### src/rtl/imu_dfr_pkg.sv
// imu_dfr_pkg: shared types and constants for the serial frame deframer
// no dependencies; used by every module of the block

package imu_dfr_pkg;

  // frame geometry
  localparam int FRAME_BYTES   = 11;
  localparam int PAYLOAD_BYTES = 8;
  localparam int WORDS         = PAYLOAD_BYTES / 2;

  // byte position codes: zero means hunting, the last one is the checksum byte
  localparam logic [3:0] POS_HUNT     = 4'd0;
  localparam logic [3:0] POS_TYPE     = 4'd1;
  localparam logic [3:0] POS_DATA0    = 4'd2;
  localparam logic [3:0] POS_CHECKSUM = 4'(FRAME_BYTES - 1);

  // configuration register indexes
  localparam logic [1:0] CFG_HEADER_BYTE = 2'd0;
  localparam logic [1:0] CFG_TYPE_BASE   = 2'd1;
  localparam logic [1:0] CFG_TYPE_COUNT  = 2'd2;

  // configuration reset values
  localparam logic [7:0] HEADER_BYTE_RST = 8'd85;
  localparam logic [7:0] TYPE_BASE_RST   = 8'd80;
  localparam logic [4:0] TYPE_COUNT_RST  = 5'd11;

  // frame status codes
  typedef enum logic [1:0] {
    ST_OK       = 2'd0,
    ST_CHECKSUM = 2'd1,
    ST_TYPE     = 2'd2
  } status_t;

  typedef struct packed {
    logic [7:0] header_byte;
    logic [7:0] type_base;
    logic [4:0] type_count;
  } cfg_t;

  typedef struct packed {
    status_t            frame_status;
    logic [7:0]         type_code;
    logic [WORDS-1:0][15:0] words;
  } result_t;

endpackage

### src/rtl/imu_dfr_if.sv
// imu_dfr_byte_if / imu_dfr_frame_if: valid/ready channels of the deframer
// depends on nothing but plain logic types

interface imu_dfr_byte_if;
  logic       valid;
  logic       ready;
  logic [7:0] rx_byte;
  logic       chunk_last;

  modport source (output valid, output rx_byte, output chunk_last, input ready);
  modport sink   (input valid, input rx_byte, input chunk_last, output ready);
endinterface

interface imu_dfr_frame_if;
  logic        valid;
  logic        ready;
  logic [1:0]  frame_status;
  logic [7:0]  type_code;
  logic [15:0] word0;
  logic [15:0] word1;
  logic [15:0] word2;
  logic [15:0] word3;

  modport source (output valid, output frame_status, output type_code,
                  output word0, output word1, output word2, output word3,
                  input ready);
  modport sink   (input valid, input frame_status, input type_code,
                  input word0, input word1, input word2, input word3,
                  output ready);
endinterface

### src/rtl/imu_dfr_cfg.sv
// imu_dfr_cfg: configuration registers of the deframer
// depends on imu_dfr_pkg

module imu_dfr_cfg (
  input  logic               clk,
  input  logic               rst,
  input  logic               cfg_we,
  input  logic [1:0]         cfg_index,
  input  logic [7:0]         cfg_data,
  output imu_dfr_pkg::cfg_t  cfg
);

  // register writes; unknown indexes are ignored
  always_ff @(posedge clk) begin
    if (rst) begin
      cfg.header_byte <= imu_dfr_pkg::HEADER_BYTE_RST;
      cfg.type_base   <= imu_dfr_pkg::TYPE_BASE_RST;
      cfg.type_count  <= imu_dfr_pkg::TYPE_COUNT_RST;
    end else if (cfg_we) begin
      case (cfg_index)
        imu_dfr_pkg::CFG_HEADER_BYTE: cfg.header_byte <= cfg_data;
        imu_dfr_pkg::CFG_TYPE_BASE:   cfg.type_base   <= cfg_data;
        imu_dfr_pkg::CFG_TYPE_COUNT:  cfg.type_count  <= cfg_data[4:0];
        default: ;
      endcase
    end
  end

endmodule

### src/rtl/imu_dfr_collect.sv
// imu_dfr_collect: header hunt, byte collection, running sum and frame check
// depends on imu_dfr_pkg

module imu_dfr_collect (
  input  logic                 clk,
  input  logic                 rst,
  input  imu_dfr_pkg::cfg_t    cfg,
  input  logic                 accept,
  input  logic [7:0]           rx_byte,
  input  logic                 chunk_last,
  output logic                 res_valid,
  output imu_dfr_pkg::result_t res
);

  logic [3:0] byte_position, byte_position_next;
  logic [7:0] running_sum, running_sum_next;
  logic [7:0] type_hold, type_hold_next;
  logic [imu_dfr_pkg::PAYLOAD_BYTES-1:0][7:0] payload_bytes;
  logic       payload_we;
  logic [3:0] pos_off;
  logic [2:0] payload_idx;
  logic [7:0] type_off;
  logic       type_ok;

  assign pos_off     = byte_position - imu_dfr_pkg::POS_DATA0;
  assign payload_idx = pos_off[2:0];

  // type range check, no wrap past the top code
  assign type_off = type_hold - cfg.type_base;
  assign type_ok  = (type_hold >= cfg.type_base) && (type_off < {3'b000, cfg.type_count});

  // next state and result
  always_comb begin
    byte_position_next = byte_position;
    running_sum_next   = running_sum;
    type_hold_next     = type_hold;
    payload_we         = 1'b0;
    res_valid          = 1'b0;
    res.type_code      = type_hold;
    for (int k = 0; k < imu_dfr_pkg::WORDS; k++) begin
      res.words[k] = {payload_bytes[2*k+1], payload_bytes[2*k]};
    end
    if (running_sum != rx_byte) begin
      res.frame_status = imu_dfr_pkg::ST_CHECKSUM;
    end else if (!type_ok) begin
      res.frame_status = imu_dfr_pkg::ST_TYPE;
    end else begin
      res.frame_status = imu_dfr_pkg::ST_OK;
    end

    if (accept) begin
      if (byte_position == imu_dfr_pkg::POS_HUNT) begin
        if (rx_byte == cfg.header_byte) begin
          running_sum_next   = rx_byte;
          byte_position_next = imu_dfr_pkg::POS_TYPE;
        end
      end else if (byte_position == imu_dfr_pkg::POS_TYPE) begin
        type_hold_next     = rx_byte;
        running_sum_next   = running_sum + rx_byte;
        byte_position_next = imu_dfr_pkg::POS_DATA0;
      end else if (byte_position < imu_dfr_pkg::POS_CHECKSUM) begin
        payload_we         = 1'b1;
        running_sum_next   = running_sum + rx_byte;
        byte_position_next = byte_position + 4'd1;
      end else begin
        res_valid          = 1'b1;
        running_sum_next   = 8'd0;
        byte_position_next = imu_dfr_pkg::POS_HUNT;
      end
      // chunk end drops any partial frame
      if (chunk_last && (byte_position_next != imu_dfr_pkg::POS_HUNT)) begin
        running_sum_next   = 8'd0;
        byte_position_next = imu_dfr_pkg::POS_HUNT;
      end
    end
  end

  // control state
  always_ff @(posedge clk) begin
    if (rst) begin
      byte_position <= imu_dfr_pkg::POS_HUNT;
      running_sum   <= 8'd0;
      type_hold     <= 8'd0;
    end else begin
      byte_position <= byte_position_next;
      running_sum   <= running_sum_next;
      type_hold     <= type_hold_next;
    end
  end

  // payload bytes, every frame writes all of them before the check
  always_ff @(posedge clk) begin
    if (payload_we) begin
      payload_bytes[payload_idx] <= rx_byte;
    end
  end

endmodule

### src/rtl/imu_dfr_out_reg.sv
// imu_dfr_out_reg: result register between frame check and output channel
// depends on imu_dfr_pkg

module imu_dfr_out_reg (
  input  logic                 clk,
  input  logic                 rst,
  input  logic                 res_valid,
  input  imu_dfr_pkg::result_t res,
  output logic                 take_ok,
  output logic                 out_valid,
  input  logic                 out_ready,
  output imu_dfr_pkg::result_t out_res
);

  // new result may enter when the register is empty or drains this cycle
  assign take_ok = !out_valid || out_ready;

  // valid flag
  always_ff @(posedge clk) begin
    if (rst) begin
      out_valid <= 1'b0;
    end else if (take_ok) begin
      out_valid <= res_valid;
    end
  end

  // payload
  always_ff @(posedge clk) begin
    if (take_ok && res_valid) begin
      out_res <= res;
    end
  end

endmodule

### src/rtl/imu_serial_frame_deframer.sv
// imu_serial_frame_deframer: fixed-length frame sync with 8-bit sum checksum
// a frame result is registered and becomes valid in the cycle after its checksum byte is taken
// throughput: one byte per cycle while the result register is free or draining
// synchronous active-high reset: hunting state, empty result register,
// configuration registers at their defaults
// depends on imu_dfr_pkg, imu_dfr_if, imu_dfr_cfg, imu_dfr_collect, imu_dfr_out_reg

module imu_serial_frame_deframer (
  input  logic                   clk,
  input  logic                   rst,
  input  logic                   cfg_we,
  input  logic [1:0]             cfg_index,
  input  logic [7:0]             cfg_data,
  imu_dfr_byte_if.sink           in_ch,
  imu_dfr_frame_if.source        out_ch
);

  imu_dfr_pkg::cfg_t    cfg;
  imu_dfr_pkg::result_t res;
  imu_dfr_pkg::result_t out_res;
  logic                 res_valid;
  logic                 take_ok;
  logic                 accept;

  // input transaction
  assign in_ch.ready = take_ok;
  assign accept      = in_ch.valid && take_ok;

  imu_dfr_cfg u_cfg (
    .clk       (clk),
    .rst       (rst),
    .cfg_we    (cfg_we),
    .cfg_index (cfg_index),
    .cfg_data  (cfg_data),
    .cfg       (cfg)
  );

  imu_dfr_collect u_collect (
    .clk        (clk),
    .rst        (rst),
    .cfg        (cfg),
    .accept     (accept),
    .rx_byte    (in_ch.rx_byte),
    .chunk_last (in_ch.chunk_last),
    .res_valid  (res_valid),
    .res        (res)
  );

  imu_dfr_out_reg u_out_reg (
    .clk       (clk),
    .rst       (rst),
    .res_valid (res_valid),
    .res       (res),
    .take_ok   (take_ok),
    .out_valid (out_ch.valid),
    .out_ready (out_ch.ready),
    .out_res   (out_res)
  );

  // output payload
  assign out_ch.frame_status = out_res.frame_status;
  assign out_ch.type_code    = out_res.type_code;
  assign out_ch.word0        = out_res.words[0];
  assign out_ch.word1        = out_res.words[1];
  assign out_ch.word2        = out_res.words[2];
  assign out_ch.word3        = out_res.words[3];

endmodule

### src/flat_wrapper.sv
// flat-port wrapper written by rule: the top's interface ports become plain ports
module imu_serial_frame_deframer_flat 
  (clk, rst, cfg_we, cfg_index, cfg_data, in_ch_valid, in_ch_rx_byte, in_ch_chunk_last, in_ch_ready, out_ch_valid, out_ch_frame_status, out_ch_type_code, out_ch_word0, out_ch_word1, out_ch_word2, out_ch_word3, out_ch_ready);
  imu_dfr_byte_if in_ch_i ();
  imu_dfr_frame_if out_ch_i ();
  input  logic clk;
  input  logic rst;
  input  logic cfg_we;
  input  logic [1:0] cfg_index;
  input  logic [7:0] cfg_data;
  input wire logic [$bits(in_ch_i.valid)-1:0] in_ch_valid;
  input wire logic [$bits(in_ch_i.rx_byte)-1:0] in_ch_rx_byte;
  input wire logic [$bits(in_ch_i.chunk_last)-1:0] in_ch_chunk_last;
  output wire logic [$bits(in_ch_i.ready)-1:0] in_ch_ready;
  output wire logic [$bits(out_ch_i.valid)-1:0] out_ch_valid;
  output wire logic [$bits(out_ch_i.frame_status)-1:0] out_ch_frame_status;
  output wire logic [$bits(out_ch_i.type_code)-1:0] out_ch_type_code;
  output wire logic [$bits(out_ch_i.word0)-1:0] out_ch_word0;
  output wire logic [$bits(out_ch_i.word1)-1:0] out_ch_word1;
  output wire logic [$bits(out_ch_i.word2)-1:0] out_ch_word2;
  output wire logic [$bits(out_ch_i.word3)-1:0] out_ch_word3;
  input wire logic [$bits(out_ch_i.ready)-1:0] out_ch_ready;
  assign in_ch_i.valid = in_ch_valid;
  assign in_ch_i.rx_byte = in_ch_rx_byte;
  assign in_ch_i.chunk_last = in_ch_chunk_last;
  assign in_ch_ready = in_ch_i.ready;
  assign out_ch_valid = out_ch_i.valid;
  assign out_ch_frame_status = out_ch_i.frame_status;
  assign out_ch_type_code = out_ch_i.type_code;
  assign out_ch_word0 = out_ch_i.word0;
  assign out_ch_word1 = out_ch_i.word1;
  assign out_ch_word2 = out_ch_i.word2;
  assign out_ch_word3 = out_ch_i.word3;
  assign out_ch_i.ready = out_ch_ready;
  imu_serial_frame_deframer u_core (.clk(clk), .rst(rst), .cfg_we(cfg_we), .cfg_index(cfg_index), .cfg_data(cfg_data), .in_ch(in_ch_i), .out_ch(out_ch_i));
endmodule
### config.mk
export PLATFORM = sky130hd
export DESIGN_NAME = imu_serial_frame_deframer_flat
export DESIGN_NICKNAME = d
export VERILOG_FILES = /design/src/rtl/imu_dfr_pkg.sv /design/src/rtl/imu_dfr_if.sv /design/src/rtl/imu_dfr_cfg.sv /design/src/rtl/imu_dfr_collect.sv /design/src/rtl/imu_dfr_out_reg.sv /design/src/rtl/imu_serial_frame_deframer.sv /design/src/flat_wrapper.sv
export SDC_FILE = /design/constraint.sdc
export NUM_CORES = 1
export LEC_CHECK = 0
export ABC_AREA = 1
export BUFFER_PORTS_ARGS = -buffer_cell sky130_fd_sc_hd__buf_2
export CAP_MARGIN = 15
export CORE_MARGIN = 10
export CORE_UTILIZATION = 41
export CTS_CLUSTER_DIAMETER = 30
export CTS_CLUSTER_SIZE = 10
export DETAILED_ROUTE_END_ITERATION = 16
export PLACE_DENSITY = 0.62
export SETUP_SLACK_MARGIN = 0.4
export SLEW_MARGIN = 20
export SYNTH_ARGS = -nofsm -noshare
export SYNTH_HDL_FRONTEND = slang
export SYNTH_SLANG_ARGS = --single-unit
### constraint.sdc
create_clock -name clk -period 6.75 [get_ports clk]
set_input_delay 1.35 -clock clk [delete_from_list [all_inputs] [get_ports clk]]
set_output_delay 1.35 -clock clk [all_outputs]
set_load 0.02 [all_outputs]
==> results.txt, run 1 <==
* Clock sinks: 180
- Total core area: between 0.015 and 0.02 mm²
- Overall power: 2220 µW
* Number of buffers and inverters on the critical path: 3
- Setup total negative slack on the finished layout was measured at 0 ns.
* Max Root-Sink Buffers: 2
- Clk Tree Root Cell: clkbuf_16
* Number of library cell types mapped by synthesis: 39
- Total power divided by cell area: 269 mW/mm²
- Initial core utilization: 0.418
- # setup viols final: 0
- The worst-case IR drop observed on VDD is 0.159 mV.
- Gate Count Post-Synth: 543
* Port Buffers: 99
* Count of standard-cell rows: 47
- Total gr overflow: 0
- After detailed routing, the number of vias per cell comes to 4.69.
* Clock tree from TritonCTS: yes
- Total setup buffers inserted after CTS: 0
- Dpl hpwl: approximately 10000 µm
- Highest attainable clock frequency: 316 MHz
- Setup crit end kind: output port
- CP top delay family: buffers and inverters
* Endpoint of the worst-slack reg-to-reg timing path: u_core.u_out_reg.out_res[73]$_SDFFCE_PP0P_
* Netlist area before placement: 0.00693 mm²
* Count of max-cap constraint violations: 0
- Wire length per cell: approximately 16 µm
- For this run, design rule violations remaining after detail routing come to 0.
- Die Wd: between 100 and 150 µm
- Worst setup skew after layout: 0.00862 ns
* GRT Overall Usage: 0.129
* Run status: complete, no violations
- The library cells used most frequently in the layout, excluding fill and tap cells, are edfxtp_1, buf_2, nand2_1, inv_1, nor2_1.
* Inserted Clock Buffers: 17
- Along the worst path, the maximum fanout reaches 2.
- The detailed router finished its first iteration with 336 violations.
- Mean instance size in the synthesized netlist: 12.8 µm²
* Global placement routability congestion: 0.891
* Latest clock arrival within the worst-skew pair: 0.43 ns
* Required time of the critical path: 5.40 ns
- Counting cells, the worst reg-to-reg path comes to 12.
* Area growth from synthesis to layout: 19.0%
- Of the available clock period, the critical path in the final layout requires 0.468.
- From bottom edge to top edge, the die measures roughly 150 µm.
- For this run, the share of the core covered by cells in the final layout is 0.497.
- Launching point of the worst reg2reg path: u_core.u_collect.type_hold[1]$_SDFFE_PP0P_
- The die covers 0.0225 mm².
- Final wirelength: 14,000 µm
- During I/O placement, the number of pins put on the boundary was 100.
* Via count of the first global-routing pass: 4,141
* First-pass GRT wire length: 22,300 µm
- Cells traversed along the worst timing path: buf_2, nor2_1, inv_1, buf_2
- Startpoint of the lowest-slack hold path: u_core.u_collect.res[6]$_DFFE_PP_
- Leaving out fill and tap cells, the most frequent cell in the layout is edfxtp_1.
- Worst min-delay path category: register to register
- The critical path crosses 4 cells after its start point.
- Critical-path top delay cell: buf_2
- Number of H-tree levels: 4
- Number of buffers inserted by hold repair at cts: 0
- Number of synthesized register bits: between 150 and 200
- The worst path in the final design needs a cycle of 3.16 ns, including I/O delays and setup.
- Minimum setup slack among reg-to-reg paths: between 4 and 5 ns
- Capture endpoint of the worst hold path: u_core.u_out_reg.out_res[6]$_DFFE_PP_
* Setup crit start kind: primary input
* Arrival time worst endpoint: 1.81 ns
- The Yosys step of the flow raised 0 warnings.
- Among the stages of the critical path, the cell type that occurs most often is buf_2.
- Leakage power: 0.00324 µW
- Total Nets Final: 704
* Count of instances resized after the clock tree is built: 0
- Proportion of synthesized chip area in sequential cells: 0.720
- Counting every net in the synthesized netlist gives 592.
* Setup Crit Path Kind: primary input to output port
- Summing all non-filler instances in the final layout gives an area of 0.00824 mm².
- Final-report hold violation count: 0
- Summing all placed instances gives a cell area of 0.00767 mm².
* Count of filler cells inserted in the layout: 1,464
- The worst pin sits at a relative slew slack of 0.332.
* Fraction of final layout cells with drive strength greater than 1: 0.229
- Setup repair after global routing missed its margin: false
* Number of iterations in the first detailed-routing pass: 5
- Actual slew at the worst max-slew pin: a little under 1 ns
- The number of antenna violations at the first check in global routing was 0.
* Total number of vias: 4,162
- Entering global routing, the biggest net connects 62 pins.
- Clock transition time at the flip-flop clock pins of the worst setup and hold paths: ~0.07 ns
- Once detail routing completed, the nets flagged for antenna violations numbered 0.
- Hold Crit Depth: 0
- The number of antenna diodes in the final layout is 0.
* Pins over their slew limit: 0
- On the worst path, the slowest cell contributes a delay of 0.16 ns.
## layout make-up
class / count / area, µm² / share of cell area
Multi-Input combinational cell: 297 / 1680 / 0.204
Sequential cell: 180 / 4980 / 0.605
Inverter: 58 / 218 / 0.0264
Timing Repair Buffer: 101 / 510 / 0.0619
Tap cell: 220 / 275 / 0.0334
Clock buffer: 18 / 429 / 0.0521
Clock inverter: 14 / 139 / 0.0169
## how the worst max path moves through the flow
stage                             from                                      to  slack [ns]
after floorplan           out_ch_ready   u_core.u_out_reg.out_res[0]$_DFFE_PP_        1.34
after global routing      out_ch_ready                             in_ch_ready        3.54
final                     out_ch_ready                             in_ch_ready        3.59
after detailed placement  out_ch_ready  u_core.u_out_reg.out_res[66]$_DFFE_PP_        3.40
after CTS                 out_ch_ready                             in_ch_ready        3.58
after global placement    out_ch_ready  u_core.u_out_reg.out_res[43]$_DFFE_PP_        3.47
## cell families (layout without fill, tap and decap cells)
kind of cell / after synthesis / after routing / synth area share
AOI/OAI and AO/OA: 88 / 88 / 0.0703
xor gates and xnor gates: 10 / 10 / 0.0126
adders and majority gates: 25 / 25 / 0.0473
buffers and inverters: 66 / 191 / 0.0383
DFF: 180 / 180 / 0.720
and+or+nand+nor: 174 / 174 / 0.112
## per-stage QoR
stage / instances / hold slack (ns) / setup WS [ns]
2_1_floorplan: 543 / 0.400 / 1.34
3_3_place_gp: 856 / 0.400 / 3.47
3_5_place_dp: 856 / 0.405 / 3.40
4_1_cts: 888 / 0.420 / 3.58
5_1_grt: 888 / 0.424 / 3.54
6_report: 888 / 0.417 / 3.59
## synthesized netlist by cell type
cell type,instances,share of area
nor2_2,2,0.0018
a21oi_1,39,0.028
xnor2_1,4,0.0051
o21a_1,1,0.0011
or2_2,1,0.00090
a21o_1,1,0.0011
nand3_2,3,0.0043
dfxtp_1,42,0.12
nand3_1,14,0.010
a211oi_1,1,0.0011
nand2_1,90,0.049
a31oi_1,2,0.0018
a211o_1,1,0.0013
o21ai_2,2,0.0025
ha_1,23,0.042
or2_1,2,0.0018
nor2_1,48,0.026
fa_1,2,0.0058
nand2_4,2,0.0033
xor2_1,6,0.0076
clkbuf_1,4,0.0022
inv_1,49,0.027
buf_6,2,0.0033
a22oi_1,1,0.0011
o211ai_1,8,0.0087
inv_2,7,0.0038
nor2_4,1,0.0016
nand4_1,3,0.0027
nor3_1,3,0.0022
nor3b_4,1,0.0027
buf_2,2,0.0014
nand2_2,1,0.00090
o22ai_1,2,0.0018
clkinv_1,2,0.0011
o21ai_1,7,0.0051
nand2_8,1,0.0029
o21ai_0,23,0.017
edfxtp_1,138,0.60
nor4_1,2,0.0018
## power by group
part           total, µW  leakage [µW]  internal [µW]  switching [µW]
sequential          1190       0.00159           1190            2.71
clock                943      0.000272            519             424
combinational       82.2       0.00138           27.8            54.4
total               2220       0.00324           1740             481
## state kept, by name (all words and copies together) (netlist names)
register,flops
u_core.u_out_reg.out_valid,1
u_core.u_collect.byte_position,4
u_core.u_out_reg.out_res,74
u_core.u_cfg.cfg,21
u_core.u_collect.res,64
u_core.u_collect.running_sum,8
u_core.u_collect.type_hold,8
## routing by layer
metal  global-route usage  vias to the layer above  share of wire
li1                     -                     2113              -
met5                    0                        -              0
met4               0.0447                        0         0.0080
met2                0.198                      119           0.47
met1                0.165                     1923           0.45
met3               0.0486                        7          0.076
Power figures use the tool's default switching activity.
==> run 2, diff against run 1 <==
--- a/config.mk
+++ b/config.mk
@@ -5,7 +5,7 @@
 export SDC_FILE = /design/constraint.sdc
 export NUM_CORES = 1
 export LEC_CHECK = 0
-export ABC_AREA = 1
+export ABC_AREA = 0
 export BUFFER_PORTS_ARGS = -buffer_cell sky130_fd_sc_hd__buf_2
 export CAP_MARGIN = 15
 export CORE_MARGIN = 10
==> constraint.sdc (replaced) <==
create_clock -name clk -period 3.2 [get_ports clk]
set_input_delay 0.64 -clock clk [delete_from_list [all_inputs] [get_ports clk]]
set_output_delay 0.64 -clock clk [all_outputs]
set_load 0.02 [all_outputs]
==> run 2 against run 1 <==
Largest power group unchanged. Via count decreased by 2.9%. Sequential cell count unchanged. Worst hold slack about the same.
==> results.txt, run 2 <==
* Detailed-route wire length on metal 1: 6170 µm (was 6250 µm)
* Total power divided by cell area: 574 mW/mm² (was 269 mW/mm²)
- The cell count after synthesis is 468 (was 543).
* Required time of the critical path: 3.25 ns (was 5.40 ns)
* GRT Overall Usage: 0.130 (was 0.129)
- The largest area contributor in the synthesized netlist is edfxtp_1 (unchanged).
* Inserted Clock Buffers: 17 (unchanged)
- The type of the most critical hold path is register to register (unchanged).
- Dominant combinational cell family by area after synthesis: compound AO/OA/AOI/OAI gates (was simple AND/OR/NAND/NOR gates)
- Number of cells in the finished layout apart from fillers: 815 (was 888)
- Count of synthesis-stage warnings from yosys: 0 (unchanged)
- Actual slew at the worst max-slew pin: 0.777 ns (was 0.995 ns)
- Maximum vdd ir drop: 0.366 mV (was 0.159 mV)
- Run status: complete, no violations (unchanged)
- The total power consumption of the routed design is 4830 µW (was 2220 µW).
- Worst setup skew after layout: 0.00886 ns (was 0.00862 ns)
- Average via count per standard cell: 4.96 (was 4.69)
* Total setup buffers inserted after CTS: 0 (unchanged)
- The dominant register cell in the synthesized netlist was edfxtp_1 (unchanged).
- Switching power share of the total: 0.198 (was 0.217)
- Reg with most FFs: u_core.u_out_reg.out_res (unchanged)
- The die area was 0.0225 mm² (about the same).
- Count of standard-cell rows: 47 (unchanged)
- The part of the power in the clock network came to 0.448 (was 0.425).
* Worst hold-check slack: 0.417 ns (about the same)
- Most frequent cells in the layout: edfxtp_1, buf_2, dfxtp_1, nor2_1, inv_1 (was edfxtp_1, buf_2, nand2_1, inv_1, nor2_1)
- Logic pwr share: 0.032 (was 0.037)
* Met3 Routed Length: 791 µm (was 1060 µm)
* Number of synthesized flops with an enable pin: 138 (unchanged)
- The cell with the biggest individual delay on the critical path was dfxtp_1 (was buf_2).
- Count of antenna diodes in the layout: 0 (unchanged)
* First-pass GRT wire length: 22,000 µm (was 22,300 µm)
- The leakage power was 0.00319 µW (was 0.00324 µW).
- Final wirelength: 14,300 µm (was 14,000 µm)
* Total gr overflow: 0 (unchanged)
- Total core area: 0.0166 mm² (unchanged)
- Share of the synthesized area in the top cell type: 0.597 (was 0.598)
- The register bit total from synthesis was 180 (unchanged).
- The reported max-cap violation count was 0 (unchanged).
- The length of the first detailed-routing pass in iterations came to 4 (was 5).
- The height of the die came to 150 µm (about the same).
* Switching pwr: 957 µW (was 481 µW)
* Clk Tree Root Cell: clkbuf_16 (unchanged)
- The most common cell after layout, fill and taps aside is edfxtp_1 (unchanged).
- The final setup violation count came to 0 (unchanged).
- Die Wd: 150 µm (about the same)
* Max Root-Sink Buffers: 2 (unchanged)
* Synth cell count leaders: edfxtp_1, dfxtp_1, nor2_1, inv_1, ha_1 (was edfxtp_1, nand2_1, inv_1, nor2_1, dfxtp_1)
- The number of buffers inserted by port buffering came to 99 (unchanged).
- The half-perimeter wire length after placement is 9710 µm (was 9800 µm).
- The path type of the worst setup path is register to register (was primary input to output port).
- Drc violations: 0 (unchanged)
* Cells traversed along the worst timing path: inv_1, ha_1, nor2b_1, o22ai_1, and3_1, nand2_1, nor2_1 (was buf_2, nor2_1, inv_1, buf_2)
- Setup repair after global routing missed its margin: true (was false).
* Arrival time worst endpoint: 2.77 ns (was 1.81 ns)
- The share of flip-flops with an asynchronous set or reset came to 0 (unchanged).
- Wire length per cell: 17.6 µm (was 15.7 µm)
- Mean instance size in the synthesized netlist: 14.8 µm² (was 12.8 µm²)
* Setup crit end kind: register (was output port)
- The mux share of post-synthesis cell area is 0.0288 (was 0).
- The share of synthesized cell area in full adder, half adder and majority cells is 0.0472 (was 0.0473).
- Top layer used by detailed routing: met4 (unchanged)
- Starting DRT DRC Count: 242 (was 336)
* Most frequent cell after synthesis: edfxtp_1 (unchanged)
* Share of the synthesized netlist area taken by xor and xnor gates: 0.0214 (was 0.0126)
* Fraction of the cycle the final worst path needs: 0.850
* Latest clock arrival within the worst-skew pair: 0.42 ns (was 0.43 ns)
- The post-detailed-route count of antenna-violating nets was 0 (unchanged).
* Setup TNS: 0 ns (unchanged)
- The area share of and/or/nand/nor cells after synthesis is 0.0793 (was 0.112).
* Clock sinks: 180 (unchanged)
- The number of placed I/O pins was 100 (unchanged).
* Synthesized-area fraction occupied by ao, oa, aoi and oai cells: 0.0827 (was 0.0703)
- The CTS tree was yes (unchanged).
- The worst path in the final design needs a cycle of 2.72 ns, including I/O delays and setup.
- Maximum cell stage delay along the critical path: 0.60 ns (was 0.16 ns)
- The highest fanout seen on the critical path was 13 (was 2).
- The share of layout cells above drive strength 1 came to 0.266 (was 0.229).
* Final-report hold violation count: 0 (unchanged)
- Relative slew slack: 0.482 (was 0.332)
* Netlist area before placement: 0.00695 mm² (was 0.00693 mm²)
* Maximum number of pins on one net before global-route repair: 45 (was 62)
- Pins over their slew limit: 0 (unchanged)
- Internal: 3870 µW (was 1740 µW)
- Proportion of power drawn by flip-flops and latches: 0.520 (was 0.538)
* End-of-flow core utilization: 0.507 (was 0.497)
- The clock input transition at the sequential cells of the worst setup and hold paths is 0.06 ns (was 0.07 ns).
* Total Nets Final: 631 (was 704)
- The number of antenna violations at the first check in global routing came to 0 (unchanged).
- Total number of vias: 4,042 (was 4,162)
* Global placement routability congestion: 0.837 (was 0.891)
- Top cells by area in the synthesized netlist: edfxtp_1, dfxtp_1, ha_1 (was edfxtp_1, dfxtp_1, nand2_1)
- Area growth from synthesis to layout: 21.2% (was 19.0%)
- The number of instances in the placed design is 783 (was 856).
- Routed length on met2: 7050 µm (was 6530 µm)
* Syn_nets: 517 (was 592)
* Number of library cell types mapped by synthesis: 53 (was 39)
* Number of flip-flops under the largest register name: 74 (unchanged)
- Number of H-tree levels: 4 (unchanged)
- Proportion of synthesized chip area in sequential cells: 0.718 (was 0.720)
* Highest attainable clock frequency: ~370 MHz
- Via count of the first global-routing pass: 4,035 (was 4,141)
* Setup crit start kind: register (was primary input)
* Initial core utilization: 0.419 (was 0.418)
[run 2: cell count changes after synthesis, sizes merged, moves of 7 or more]
cell	change
nand2b	+10
o21ai	-11
inv	-32
o211ai	-7
nor2b	+7
nor2	-11
nand3	-15
nand2	-78
a21oi	-21
xnor2	+9
clkbuf	+7
mux2i	+20
[run 2: kinds of logic after synthesis]
kind of cell,count (synthesis)
compound gates,82
simple gates,106
buf+inv,38
flops,180
xor+xnor,17
fa+ha+maj,25
mux,20
[run 2: final timing paths]
kind,slack (ns),cells past startpoint,startpoint,to
max reg2reg,0.48,7,u_core.u_collect.byte_position[1]$_SDFFE_PP0P_,u_core.u_collect.res[28]$_DFFE_PP_
min reg2reg,0.42,0,u_core.u_collect.res[28]$_DFFE_PP_,u_core.u_out_reg.out_res[28]$_DFFE_PP_
min,0.42,0,u_core.u_collect.res[28]$_DFFE_PP_,u_core.u_out_reg.out_res[28]$_DFFE_PP_
max,0.48,7,u_core.u_collect.byte_position[1]$_SDFFE_PP0P_,u_core.u_collect.res[28]$_DFFE_PP_
[run 2: repair_timing]
item	4_1_cts	5_1_grt
setup endpoints to repair	0	23
gates resized for setup	0	4
hold buffers	0	0
[run 2: power by group through the flow]
stage          sequential, µW  clock (µW)  combinational (µW)
2_1_floorplan            2560           0                87.9
3_3_place_gp             2560           0                 148
3_5_place_dp             2560           0                 152
4_1_cts                  2510        2220                 153
5_1_grt                  2510        2300                 171
6_report                 2510        2170                 154
[run 2: stage by stage]
step                setup WS, ns  area (µm²)
CTS                        0.508        8400
global route               0.276        8420
detailed placement         0.515        7770
global placement           0.546        7770
finish                     0.481        8420
floorplan                 0.0683        6970
[run 2: worst max-delay path: cells and delay by family (launching register included)]
family          cells  cell delay [ns]
compound gates      1             0.21
fa+ha+maj           1             0.28
buf+inv             1             0.18
flops               1             0.60
simple gates        4             1.08
[run 2: cell type report]
class	instances	area (µm²)
sequential	180	4990
fill	1451	8170
tap	220	275
clock inverter	15	204
inverter	24	90.1
timing repair buffer	109	596
multi-input combinational	250	1840
clock buffer	17	425
[run 2: metal layers]
metal | track usage | up-vias
li1 | - | 1963
met1 | 0.150 | 1964
met2 | 0.219 | 93
met3 | 0.0345 | 22
met4 | 0.0632 | 0
met5 | 0 | -
